<file path="src/sv/kbq_pkg.sv">
// Shared types and constants for the keypad edge event queue.
// Depends on nothing; the top level refers to it by scoped names.
`timescale 1ns / 1ps

package kbq_pkg;

   // Key lines and key bit numbers
   localparam int KEY_W     = 10;
   localparam int KEY_BIT_W = 4;

   // Action map registers on the configuration port
   localparam int ACTION_W  = 6;
   localparam int MAP_REGS  = 6;
   localparam int CSR_IDX_W = 3;

   // Parameter defaults for the top level
   localparam int QUEUE_DEPTH_DEF  = 32;
   localparam int ACTION_COUNT_DEF = 6;

   // Stream widths; the data widths are padded to whole bytes
   localparam int REQ_USER_W = 2;
   localparam int REQ_DATA_W = 16;
   localparam int RSP_DATA_W = 24;
   localparam int RSP_PAD_W  = RSP_DATA_W - KEY_W - 1 - ACTION_W;

   typedef logic [KEY_W-1:0] key_mask_type;

   // Map register reset values: left, right, up, down, key A, start
   localparam key_mask_type MAP_RESET [MAP_REGS] = '{
      10'h020, 10'h010, 10'h040, 10'h080, 10'h001, 10'h008
   };

   // Request kinds carried in req_tuser
   typedef enum logic [REQ_USER_W-1:0] {
      REQ_POLL  = 2'd0,
      REQ_POP   = 2'd1,
      REQ_FLUSH = 2'd2,
      REQ_QUERY = 2'd3
   } req_kind_type;

   // One result transaction
   typedef struct packed {
      logic                raw_key_valid;
      key_mask_type        raw_key_code;
      logic                action_held;
      logic [ACTION_W-1:0] action_states;
   } rsp_type;

endpackage

</file>
<file path="src/sv/keypad_edge_event_queue.sv">
// Keypad controller with a ring of newly pressed key events.
// Depends on kbq_pkg for widths, request kinds, map resets and the result type.
`timescale 1ns / 1ps

// Usage
//   req_*: one request transaction each: poll key lines, pop the oldest key
//   event, flush the ring, or query one action's held bit (kind in req_tuser).
//   rsp_*: exactly one result transaction per request, in request order.
//   csr_*: write the six action key masks while the block is idle.
// Latency and throughput
//   A request is handled in one pass of logic in the cycle it is accepted; its
//   result is presented on rsp_* from the next cycle unless it goes to the skid
//   register. One request per cycle is sustained while rsp_tready stays high. A
//   poll writes its new key events that fit into the flop-based ring that same cycle.
// Reset
//   Synchronous reset empties the ring, clears the previous pressed set and
//   the held bits, restores the default key masks and drops pending results.
// Stall
//   While rsp_tready is low the result register holds; one more request is
//   taken into a skid register, after which req_tready drops until the
//   receiver takes a result.
module keypad_edge_event_queue #(
   parameter int QUEUE_DEPTH  = kbq_pkg::QUEUE_DEPTH_DEF,
   parameter int ACTION_COUNT = kbq_pkg::ACTION_COUNT_DEF
) (
   input  logic                            clock,
   input  logic                            reset,
   // Request stream
   input  logic                            req_tvalid,
   output logic                            req_tready,
   input  logic [kbq_pkg::REQ_DATA_W-1:0]  req_tdata,  // key_lines[9:0], action_index[12:10]
   input  logic [kbq_pkg::REQ_USER_W-1:0]  req_tuser,  // req_type[1:0]
   // Result stream
   output logic                            rsp_tvalid,
   input  logic                            rsp_tready,
   output logic [kbq_pkg::RSP_DATA_W-1:0]  rsp_tdata,  // raw_key_code[9:0],
                                                       // action_held[10],
                                                       // action_states[16:11]
   output logic                            rsp_tuser,  // raw_key_valid
   // Configuration writes
   input  logic                            csr_we,
   input  logic [kbq_pkg::CSR_IDX_W-1:0]   csr_index,
   input  logic [kbq_pkg::KEY_W-1:0]       csr_wdata
);

   localparam int PTR_W = (QUEUE_DEPTH > 1) ? $clog2(QUEUE_DEPTH) : 1;
   localparam int SUM_W = ((PTR_W > kbq_pkg::KEY_BIT_W) ? PTR_W : kbq_pkg::KEY_BIT_W) + 1;
   localparam int KEY_W = kbq_pkg::KEY_W;

   // Request fields
   kbq_pkg::req_kind_type        req_kind;
   kbq_pkg::key_mask_type        key_lines;
   logic [2:0]                   action_index;
   logic                         accept;
   logic                         rsp_fire;

   // State
   kbq_pkg::key_mask_type        map_ff [kbq_pkg::MAP_REGS];
   logic [kbq_pkg::KEY_BIT_W-1:0] queue_ff [QUEUE_DEPTH];
   logic [PTR_W-1:0]             head_ff, head_in;
   logic [PTR_W-1:0]             tail_ff, tail_in;
   kbq_pkg::key_mask_type        prev_ff, prev_in;
   logic [kbq_pkg::ACTION_W-1:0] held_ff, held_in;

   // Result register and skid
   kbq_pkg::rsp_type             out_ff, skid_ff, rsp_in;
   logic                         out_valid_ff, skid_valid_ff;

   // Poll datapath
   kbq_pkg::key_mask_type        pressed;
   kbq_pkg::key_mask_type        fresh;
   kbq_pkg::key_mask_type        push;
   logic [SUM_W-1:0]             count;
   logic [SUM_W-1:0]             space;
   logic [SUM_W-1:0]             rank      [KEY_W];
   logic [SUM_W-1:0]             addr_sum  [KEY_W];
   logic [PTR_W-1:0]             addr      [KEY_W];
   logic [SUM_W-1:0]             head_sum;
   logic [SUM_W-1:0]             tail_sum;
   logic [kbq_pkg::KEY_BIT_W-1:0] pop_entry;
   logic                         ring_empty;

   assign req_kind     = kbq_pkg::req_kind_type'(req_tuser);
   assign key_lines    = req_tdata[KEY_W-1:0];
   assign action_index = req_tdata[KEY_W+2:KEY_W];

   assign req_tready = ~skid_valid_ff;
   assign accept     = req_tvalid & req_tready;
   assign rsp_fire   = out_valid_ff & rsp_tready;

   // Ring occupancy and free slots
   always_comb begin
      if (head_ff >= tail_ff) begin
         count = SUM_W'(head_ff) - SUM_W'(tail_ff);
      end else begin
         count = SUM_W'(head_ff) + SUM_W'(QUEUE_DEPTH) - SUM_W'(tail_ff);
      end
      space      = SUM_W'(QUEUE_DEPTH - 1) - count;
      ring_empty = (head_ff == tail_ff);
      pop_entry  = queue_ff[tail_ff];
   end

   // Pressed set, new keys and their ring slots in ascending bit order
   always_comb begin
      pressed = ~key_lines;
      fresh   = pressed & ~prev_ff;
      for (int k = 0; k < KEY_W; k++) begin
         rank[k]     = SUM_W'($countones(fresh & KEY_W'((1 << k) - 1)));
         push[k]     = accept && (req_kind == kbq_pkg::REQ_POLL) && fresh[k] &&
                       (rank[k] < space);
         addr_sum[k] = SUM_W'(head_ff) + rank[k];
         if (addr_sum[k] >= SUM_W'(QUEUE_DEPTH)) begin
            addr[k] = PTR_W'(addr_sum[k] - SUM_W'(QUEUE_DEPTH));
         end else begin
            addr[k] = PTR_W'(addr_sum[k]);
         end
      end
   end

   // Next state and result for the accepted request
   always_comb begin
      head_in  = head_ff;
      tail_in  = tail_ff;
      prev_in  = prev_ff;
      held_in  = held_ff;
      head_sum = SUM_W'(head_ff) + SUM_W'($countones(push));
      tail_sum = SUM_W'(tail_ff) + SUM_W'(1);
      rsp_in   = '0;

      unique case (req_kind)
         kbq_pkg::REQ_POLL: begin
            for (int a = 0; a < kbq_pkg::ACTION_W; a++) begin
               held_in[a] = (a < ACTION_COUNT) && (|(pressed & map_ff[a]));
            end
            prev_in = pressed;
            if (head_sum >= SUM_W'(QUEUE_DEPTH)) begin
               head_in = PTR_W'(head_sum - SUM_W'(QUEUE_DEPTH));
            end else begin
               head_in = PTR_W'(head_sum);
            end
         end
         kbq_pkg::REQ_POP: begin
            if (!ring_empty) begin
               rsp_in.raw_key_valid = 1'b1;
               if (pop_entry < kbq_pkg::KEY_BIT_W'(KEY_W)) begin
                  rsp_in.raw_key_code = KEY_W'(1) << pop_entry;
               end
               if (tail_sum >= SUM_W'(QUEUE_DEPTH)) begin
                  tail_in = '0;
               end else begin
                  tail_in = PTR_W'(tail_sum);
               end
            end
         end
         kbq_pkg::REQ_FLUSH: begin
            tail_in = head_ff;
         end
         kbq_pkg::REQ_QUERY: begin
            if (action_index < 3'(ACTION_COUNT)) begin
               rsp_in.action_held = held_ff[action_index];
            end
         end
         default: begin
            tail_in = tail_ff;
         end
      endcase
      rsp_in.action_states = held_in;
   end

   // Advance control state on an accepted request; take map writes
   always_ff @(posedge clock) begin
      if (reset) begin
         head_ff <= '0;
         tail_ff <= '0;
         prev_ff <= '0;
         held_ff <= '0;
         for (int i = 0; i < kbq_pkg::MAP_REGS; i++) begin
            map_ff[i] <= kbq_pkg::MAP_RESET[i];
         end
      end else begin
         if (accept) begin
            head_ff <= head_in;
            tail_ff <= tail_in;
            prev_ff <= prev_in;
            held_ff <= held_in;
         end
         if (csr_we && (csr_index < kbq_pkg::CSR_IDX_W'(kbq_pkg::MAP_REGS))) begin
            map_ff[csr_index] <= csr_wdata;
         end
      end
   end

   // Write new key events into their ring slots
   always_ff @(posedge clock) begin
      for (int k = 0; k < KEY_W; k++) begin
         if (push[k]) begin
            queue_ff[addr[k]] <= kbq_pkg::KEY_BIT_W'(k);
         end
      end
   end

   // Result register with one skid entry
   always_ff @(posedge clock) begin
      if (reset) begin
         out_valid_ff  <= 1'b0;
         skid_valid_ff <= 1'b0;
      end else if (skid_valid_ff) begin
         if (rsp_fire) begin
            out_ff        <= skid_ff;
            skid_valid_ff <= 1'b0;
         end
      end else if (accept) begin
         if (!out_valid_ff || rsp_fire) begin
            out_ff       <= rsp_in;
            out_valid_ff <= 1'b1;
         end else begin
            skid_ff       <= rsp_in;
            skid_valid_ff <= 1'b1;
         end
      end else if (rsp_fire) begin
         out_valid_ff <= 1'b0;
      end
   end

   assign rsp_tvalid = out_valid_ff;
   assign rsp_tuser  = out_ff.raw_key_valid;
   assign rsp_tdata  = {{kbq_pkg::RSP_PAD_W{1'b0}}, out_ff.action_states,
                        out_ff.action_held, out_ff.raw_key_code};

   // A skid entry only exists behind a held result
   a_skid_behind_out: assert property (@(posedge clock) disable iff (reset)
      skid_valid_ff |-> out_valid_ff)
      else $error("skid entry without a pending result");

   // A flush leaves the ring empty
   a_flush_empties: assert property (@(posedge clock) disable iff (reset)
      (accept && (req_kind == kbq_pkg::REQ_FLUSH)) |=> (head_ff == tail_ff))
      else $error("ring not empty after flush");

   // A valid popped key is exactly one key line
   a_pop_onehot: assert property (@(posedge clock) disable iff (reset)
      (out_valid_ff && out_ff.raw_key_valid) |-> $onehot(out_ff.raw_key_code))
      else $error("popped key code is not one-hot");

   // A queried held bit agrees with the reported action states
   a_held_in_states: assert property (@(posedge clock) disable iff (reset)
      (out_valid_ff && out_ff.action_held) |-> (|out_ff.action_states))
      else $error("held bit set with no action held");

endmodule

</file>
<file path="config.mk">
export PLATFORM = sky130hd
export DESIGN_NAME = keypad_edge_event_queue
export DESIGN_NICKNAME = d
export VERILOG_FILES = /design/src/sv/kbq_pkg.sv /design/src/sv/keypad_edge_event_queue.sv
export SDC_FILE = /design/constraint.sdc
export NUM_CORES = 1
export LEC_CHECK = 0
export ABC_AREA = 0
export BUFFER_PORTS_ARGS = -buffer_cell sky130_fd_sc_hd__buf_4
export CAP_MARGIN = 20
export CORE_MARGIN = 3
export CORE_UTILIZATION = 28
export DETAILED_ROUTE_END_ITERATION = 7
export PLACE_DENSITY = 0.43
export SYNTH_ARGS = -nofsm -noshare
export SYNTH_HDL_FRONTEND = slang
export SYNTH_SLANG_ARGS = --single-unit
export TNS_END_PERCENT = 5
</file>
<file path="constraint.sdc">
create_clock -name clock -period 11.85 [get_ports clock]
set_clock_uncertainty 0.2 [all_clocks]
set_input_delay 1.185 -clock clock [delete_from_list [all_inputs] [get_ports clock]]
set_output_delay 1.185 -clock clock [all_outputs]
set_load 0.05 [all_outputs]
</file>
* Word level (Yosys, flattened, before mapping)
Memories as Yosys holds them, arrays and structs flattened. A register that Yosys moved wholly into a read port is not among the register bits.
Cells that the tools add are included.
** Word-level totals
- Register bits after elaboration :: 64
- RAM bits :: 188
- Memories :: 2
** Cells by class
- $add $sub $neg :: 48
- Order comparisons :: 27
- Equality and inequality tests :: 7
- Shifts and indexed selects :: 1
- Mux-type cells :: 64
- Bitwise operators :: 14
- Reductions and logical operators :: 41
** Memories
- queue_ff :: depth 32, width 4, rd ports 1, clocked after memory_dff 1, wr ports 10, RTL line keypad_edge_event_queue.sv:59 : logic [kbq_pkg::KEY_BIT_W-1:0] queue_ff [QUEUE_DEPTH];
- map_ff :: depth 6, width 10, rd ports 6, clocked after memory_dff 0, wr ports 6, RTL line keypad_edge_event_queue.sv:58 : kbq_pkg::key_mask_type map_ff [kbq_pkg::MAP_REGS];
** Operators with widths (number)
- two-way mux 5 bit :: 15
- two-way mux 18 bit :: 4
- bitwise AND 10 bit :: 7
- OR reduction 10 bit :: 7
- >= comparator 6 bit, second input constant :: 11
- subtractor 5 x 1 -> 5 bit, second input constant :: 11
- < comparator 6 bit :: 7
- two-way mux 1 bit :: 36
- adder 5 x 6 -> 6 bit :: 4
- logical AND 1 bit :: 22
- two-way mux 11 bit :: 2
- two-way mux 10 bit :: 2
- NOT 10 bit :: 2
- adder 1 x 1 -> 2 bit :: 9
- adder 2 x 2 -> 3 bit :: 4
- adder 5 x 5 -> 6 bit :: 2
- adder 6 x 1 -> 6 bit :: 2
- adder 6 bit :: 2
- two-way mux 6 bit :: 2
- case mux 5 bit (2 select lines) :: 1
- << shifter 1 x 4 -> 10 bit, first input constant :: 1
- adder 3 x 3 -> 4 bit :: 2
- AND reduction 4 bit :: 2
- nonzero test 2 bit :: 4
- other kinds (34) :: 41

* Depth between registers and ports, before layout
Gate-level depths: netlist of run 1.
- Depth in word-level cells :: 14
- Depth in mapped cells :: 30
- Mapped depth without buffers :: 29

* Worst setup path after synthesis of run 1
No wires, ideal clock.
- Path type :: input port to flip-flop
- Start point :: input port req_tdata[1] in the netlist's numbering
- End point :: register head_ff[4]
- Library setup time :: 70 ps
- Arrival :: 7637 ps
- Path slack :: 3942 ps
- Stages on the path :: 29
- Buffers on the path :: 1
- Cell sequence :: or2_2 clkbuf_1 inv_1 ha_1 inv_1 fa_1 inv_1 fa_1 ha_1 a21o_1 a21oi_1 inv_1 ha_1 a21oi_1 o21ai_0 a31oi_1 inv_1 fa_1 fa_1 inv_1 fa_1 inv_1 fa_1 inv_1 fa_1 a21o_1 a21oi_1 or3_1 a21oi_1
** On the way
- Longest elaborated chain between the ends :: 14
** Ends and longest elaborated chain
- start: declaration :: RTL line keypad_edge_event_queue.sv:31 : input logic [kbq_pkg::REQ_DATA_W-1:0] req_tdata,
- NOT 10 bit (*) :: RTL line keypad_edge_event_queue.sv:105 : pressed = ~key_lines;
- bitwise AND 10 bit (*) :: RTL line keypad_edge_event_queue.sv:106 : fresh = pressed & ~prev_ff;
- adder 1 x 1 -> 2 bit :: RTL line keypad_edge_event_queue.sv:108 : rank[k] = SUM_W'($countones(fresh & KEY_W'((1 << k) - 1)));
- adder 2 x 2 -> 3 bit :: RTL line keypad_edge_event_queue.sv:108
- adder 6 x 1 -> 6 bit / adder 6 bit (equally long branches) :: RTL line keypad_edge_event_queue.sv:108
- < comparator 6 bit :: RTL line keypad_edge_event_queue.sv:110 : (rank[k] < space);
- logical AND 1 bit :: RTL line keypad_edge_event_queue.sv:109 : push[k] = accept && (req_kind == kbq_pkg::REQ_POLL) && fresh[k] &&
- adder 1 x 1 -> 2 bit (not written as such) :: RTL line keypad_edge_event_queue.sv:126 : head_sum = SUM_W'(head_ff) + SUM_W'($countones(push));
- adder 2 x 2 -> 3 bit (not written as such) :: RTL line keypad_edge_event_queue.sv:126
- adder 3 x 3 -> 4 bit (not written as such) :: RTL line keypad_edge_event_queue.sv:126
- adder 4 x 2 -> 5 bit (not written as such) (*) :: RTL line keypad_edge_event_queue.sv:126
- adder 5 x 5 -> 6 bit (*) :: RTL line keypad_edge_event_queue.sv:126
- subtractor 5 x 1 -> 5 bit / >= comparator 6 bit (equally long branches) :: RTL line keypad_edge_event_queue.sv:137, keypad_edge_event_queue.sv:136
- two-way mux 5 bit (*) :: RTL line keypad_edge_event_queue.sv:136 : if (head_sum >= SUM_W'(QUEUE_DEPTH)) begin
- end signal: assignment :: RTL line keypad_edge_event_queue.sv:182 : head_ff <= head_in;
- end: declaration :: RTL line keypad_edge_event_queue.sv:60 : logic [PTR_W-1:0] head_ff, head_in;
Every way passes the cells marked *; elsewhere a longest branch is shown, timed or not.
A chain may end at the register's enable or synchronous reset.

* Final worst setup path of run 1
Same ends and word-level chain as after synthesis.

==> results of run 1 <==
layout make-up:
| type | count | area [um2] | share of cell area (%) |
|---|---|---|---|
| Timing Repair Buffer | 134 | 1030 | 4.36 |
| Inverter | 124 | 465 | 1.96 |
| Sequential cell | 257 | 6110 | 25.8 |
| Tap cell | 959 | 1200 | 5.06 |
| Clock buffer | 45 | 953 | 4.02 |
| Antenna cell | 1 | 2.50 | 0.0106 |
| Clock inverter | 17 | 148 | 0.623 |
| Multi-Input combinational cell | 1967 | 13800 | 58.2 |
layer usage:
metal	vias to the layer above	track usage, %	share of wire, %
met1	11200	40.9	42
met3	273	8.09	9.3
met4	0	17.0	6.3
li1	9630	-	-
met2	1206	47.0	43
met5	-	0	0
power by group through the flow:
stage / clock network (mW) / registers, mW / logic (mW)
final: 1.04 / 1.12 / 1.40
after global routing: 1.09 / 1.13 / 1.46
after CTS: 1.06 / 1.12 / 1.36
after detailed placement: 0 / 1.14 / 1.35
after global placement: 0 / 1.14 / 1.34
after floorplan: 0 / 1.11 / 0.770
placed cells by master, fill, tap and decap left out, drive strengths merged, types with 45 or more instances in the layout:
master  synthesis  layout
and3           45      45
edfxtp         96      96
ha             80      80
nor2          242     242
a31oi          45      45
a21oi         141     141
dfxtp         161     161
o21ai          82      82
nand2         237     237
nand3         123     123
buf            62     133
clkbuf         73      45
inv           121     125
nor3          106     106
stage by stage:
stage / utilization [%] / hold WS (ns) / power (mW) / setup slack (ns) / cell area (um2)
floorplan: - / 0.221 / 1.88 / 3.94 / 20800
global placement: 30.7 / 0.236 / 2.48 / 2.71 / 22500
detailed placement: 30.8 / 0.236 / 2.49 / 2.71 / 22500
CTS: 32.3 / 0.251 / 3.54 / 3.29 / 23600
global route: 32.4 / 0.273 / 3.69 / 2.85 / 23700
finish: 32.4 / 0.246 / 3.56 / 3.20 / 23700
worst paths after layout:
kind / startpoint / end / slack [ns] / cells past startpoint
max: req_tdata[1] / head_ff[4]$_SDFFE_PP0P_ / 3.20 / 30
min: queue_ff[30][3]$_SDFFE_PP1P_ / queue_ff[30][3]$_SDFFE_PP1P_ / 0.25 / 1
max reg2reg: prev_ff[1]$_SDFFE_PP0P_ / head_ff[4]$_SDFFE_PP0P_ / 3.64 / 29
min reg2reg: queue_ff[30][3]$_SDFFE_PP1P_ / queue_ff[30][3]$_SDFFE_PP1P_ / 0.25 / 1
worst max-delay path, delay by kind of cell:
kind | cells | cell delay [ns]
AND/OR/NAND/NOR | 3 | 1.12
buffers and inverters | 11 | 1.47
adder cells (fa/ha/maj) | 10 | 4.00
AO/OA/AOI/OAI | 6 | 1.12
registers in the layout, indices dropped and copies added, names as in the netlist, named ones only:
signal,cells
queue_ff,128
map_ff,60
skid_ff,18
rsp_tdata,17
prev_ff,10
held_ff,6
head_ff,5
tail_ff,5
rsp_tuser,1
rsp_tvalid,1
skid_valid_ff,1
cell families after synthesis:
logic type,synth area share [%]
AND/OR/NAND/NOR,23.9
buffers and inverters,5.20
XOR/XNOR,1.55
AO/OA/AOI/OAI,27.2
multiplexers,5.47
flip-flops,29.4
other,0.0181
adder cells (fa/ha/maj),7.23
==> results.json, run 1 <==
{
  "outcome": "complete, no violations",
  "start_util_pct": 28.4,
  "globalplace.congestion": 1.08,
  "yosysWarnings": 0,
  "die_area_um2": 77500,
  "synth_edf_count": 96,
  "post-route-drc-count": 0,
  "synth_top_area_share_pct": 15.5,
  "grt_overflow_total": 0,
  "synth_common_cells": "nor2_1 (241), nand2_1 (236), dfxtp_1 (161)",
  "synth_area_leaders": "dfxtp_1 (16%), edfxtp_1 (14%), ha_1 (4.8%), mux4_2 (4.4%), nor2_1 (4.4%)",
  "synth_flop_cell": "dfxtp_1",
  "ant_nets": 0,
  "syn-cell-area_um2": 20800,
  "die_w_um": 278,
  "synth_area_per_cell_um2": 8.38,
  "period_minus_slack_ns": 8.65,
  "relSlewSlack_pct": 10.4,
  "grt_max_degree": 52,
  "ys_types": 114,
  "port_buffers": 52,
  "grt_usage_pct": 31.3,
  "nFillCells": 7763,
  "cpMaxStageDelayCell": "fa_1",
  "slowest_delay_ns": 0.59,
  "clockBufferDepth": 3,
  "drv_slew": 0,
  "cap_violations": 0,
  "p_comb_share_pct": 39.4,
  "critPathLaunchType": "primary input",
  "cts_resized": 0,
  "grt_pass1_wl_um": 171000,
  "avgViaCountPerCell": 6.35,
  "ctsHoldBuffers": 0,
  "drt-pass1-iter-count": 8,
  "layout.nets": 2659,
  "cts_setup_buffers": 0,
  "seq_area_frac_synth_pct": 29.4,
  "ys_async_sr_fraction_pct": 0,
  "ios": 63,
  "arrival_ns": 8.94,
  "period_share_pct": 73.0,
  "ir_drop_v": 0.000102,
  "hold_violations": 0,
  "fmax_ghz": 0.116,
  "p_leak_nw": 8.74,
  "worst_pin_slew_ns": 1.34,
  "dpl.hpwl_um": 96000,
  "swShare_pct": 42.2,
  "finalSetupViolations": 0,
  "wl_um": 124000,
  "switchingPower_mw": 1.50,
  "h-tree-depth": 2,
  "placedCellCount": 3434,
  "clkPwrFrac_pct": 29.1,
  "crit_type": "primary input to flop",
  "stdcell_count": 3504,
  "row_count": 99,
  "wl_per_cell_um": 35.5,
  "clk_pin_slew_ns": 0.06,
  "synth_cells": 2477,
  "p_per_area_nw_per_um2": 150,
  "cp_common_cell": "inv_1",
  "min_path_type": "flop to flop",
  "grt_pass1_vias": 21300,
  "yosysTopAreaCell": "dfxtp_1",
  "cts_tree": "done",
  "synth_most_common_cell": "nor2_1",
  "synth_seq_cells": 257,
  "internal_power_mw": 2.06,
  "drive_gt1_share_pct": 14.2,
  "die_y_um": 278,
  "rsz0062_at_grt": "false",
  "num_vias": 22300,
  "crit_required_ns": 12.14,
  "critPathCaptureType": "flop",
  "seqPwrFrac_pct": 31.5,
  "clockRootBuffer": "clkbuf_16",
  "cts_sinks": 257,
  "drt_iter0_markers": 2879,
  "tns_ns": 0,
  "crit_fanout": 10,
  "cts_inserted_buffers": 34,
  "worstSkewPairLatency_ns": 0.57,
  "antenna_found_initial": 2,
  "area_growth_pct": 14.2,
  "fp.coreArea_um2": 73200
}
(Power assumes the default switching activity.)
==> run 2: changes to the inputs <==
clock period = 8.8 ns   (was 11.85 ns; I/O delays follow)
==> run 2 against run 1 <==
Effect of this change: sequential power grew 34%; critical path depth down 1; clock power increased by 18%; global-route usage about the same; highest routed layer unchanged.
==> results.json, run 2 (synthesis gave the netlist of run 1 again) <==
{
  "avgViaCountPerCell": 6.38,
  "most-common-layout-cells": "nor2_1 (240), nand2_1 (236), dfxtp_1 (159)",
  "holdWs_ns": 0.252,
  "largest_reg_flops": 128,
  "grt_max_degree": 52,
  "relSlewSlack_pct": 11.9,
  "crit_required_ns": 9.13,
  "port_buffers": 52,
  "stdcell_count": 3512,
  "drive_gt1_share_pct": 14.3,
  "tns_ns": 0,
  "r2r-start": "prev_ff[1]$_SDFFE_PP0P_",
  "clockRootBuffer": "clkbuf_16",
  "ir_drop_v": 0.000156,
  "critPathBufInv": 9,
  "wl_um": 125000,
  "outcome": "complete, no violations",
  "wl_met2_um": 51600,
  "startpoint": "req_tdata[1]",
  "drt-pass1-iter-count": 6,
  "cp_common_cell": "inv_1",
  "critPathLaunchType": "primary input",
  "antenna_found_initial": 6,
  "setup_ws_ns": 1.04,
  "clockBufferDepth": 3,
  "period_share_pct": 88.1,
  "grt_pass1_vias": 20700,
  "min_path_type": "flop to flop",
  "globalplace.congestion": 1.09,
  "cts_sinks": 257,
  "top_layer": "met4",
  "die_area_um2": 77500,
  "ant_nets": 0,
  "num_vias": 22400,
  "area_growth_pct": 13.9,
  "critPathCaptureType": "flop",
  "worst_pin_slew_ns": 1.30,
  "drt_iter0_markers": 2704,
  "crit_type": "primary input to flop",
  "grt_overflow_total": 0,
  "crit_fanout": 7,
  "wl_per_cell_um": 35.6,
  "cap_violations": 0,
  "hold_violations": 0,
  "pre_cts_slack_ns": 0.541,
  "ctsHoldBuffers": 0,
  "cpMaxStageDelayCell": "o21ai_0",
  "grt_pass1_wl_um": 171000,
  "ios": 63,
  "final_common_cell": "nor2_1",
  "cts_setup_buffers": 0,
  "crit_family": "adder cells",
  "worstHoldStart": "queue_ff[22][2]$_SDFFE_PP0P_",
  "slowest_delay_ns": 0.63,
  "p_per_area_nw_per_um2": 198,
  "p_leak_nw": 8.73,
  "dpl.hpwl_um": 97700,
  "grt_usage_pct": 31.3,
  "rsz0062_at_grt": "false",
  "finalCoreUtilization_pct": 32.3,
  "post-route-drc-count": 0,
  "h-tree-depth": 1,
  "fp.coreArea_um2": 73200,
  "finalSetupViolations": 0,
  "drv_slew": 0,
  "fmax_ghz": 0.129,
  "cts_inserted_buffers": 30,
  "start_util_pct": 28.4,
  "clk_pin_slew_ns": 0.06,
  "layout.nets": 2665,
  "arrival_ns": 8.08,
  "die_y_um": 278,
  "row_count": 99,
  "wl_met1_um": 53600,
  "route.met3.wl_um": 11200,
  "period_minus_slack_ns": 7.76,
  "cts_tree": "done",
  "placedCellCount": 3447,
  "worstSkewPairLatency_ns": 0.60,
  "die_w_um": 278,
  "cts_resized": 0
}
run 2: tightest hold or removal path, delay by kind of cell (launching register included):
kind / cells / cell delay (ns)
simple gates: 1 / 0.05
flops: 1 / 0.30
compound gates: 1 / 0.05
run 2: report_power, final:
group | switching (mW) | internal (mW)
clock | 0.532 | 0.701
combinational | 1.36 | 0.580
sequential | 0.0970 | 1.41
total | 1.99 | 2.69
run 2: area by class of cell:
type | count | area (um2)
diodes | 5 | 12.5
clock inverters | 17 | 115
well taps | 959 | 1200
fillers | 7699 | 49500
clock buffers | 39 | 846
multi-input cells | 1967 | 13800
inverters | 124 | 465
flip-flops and latches | 257 | 6110
repair buffers | 144 | 1100
run 2: per-stage QoR:
stage | total power [mW] | instance area (um2)
2_1_floorplan | 2.54 | 20800
3_3_place_gp | 3.38 | 22600
3_5_place_dp | 3.38 | 22600
4_1_cts | 4.64 | 23600
5_1_grt | 4.84 | 23600
6_report | 4.68 | 23700
run 2: routing by layer:
metal	track usage [%]	vias up
li1	-	9638
met5	0	-
met4	17.7	0
met2	45.7	1265
met3	6.60	283
met1	42.7	11200
run 2: path summary, 6_finish.rpt:
kind              cells after the start  slack [ns]                      endpoint
setup / recovery                     29        1.04       head_ff[4]$_SDFFE_PP0P_
hold / removal                        2        0.25  queue_ff[22][2]$_SDFFE_PP0P_
setup reg to reg                     28        1.14       head_ff[4]$_SDFFE_PP0P_
hold reg to reg                       2        0.25  queue_ff[22][2]$_SDFFE_PP0P_
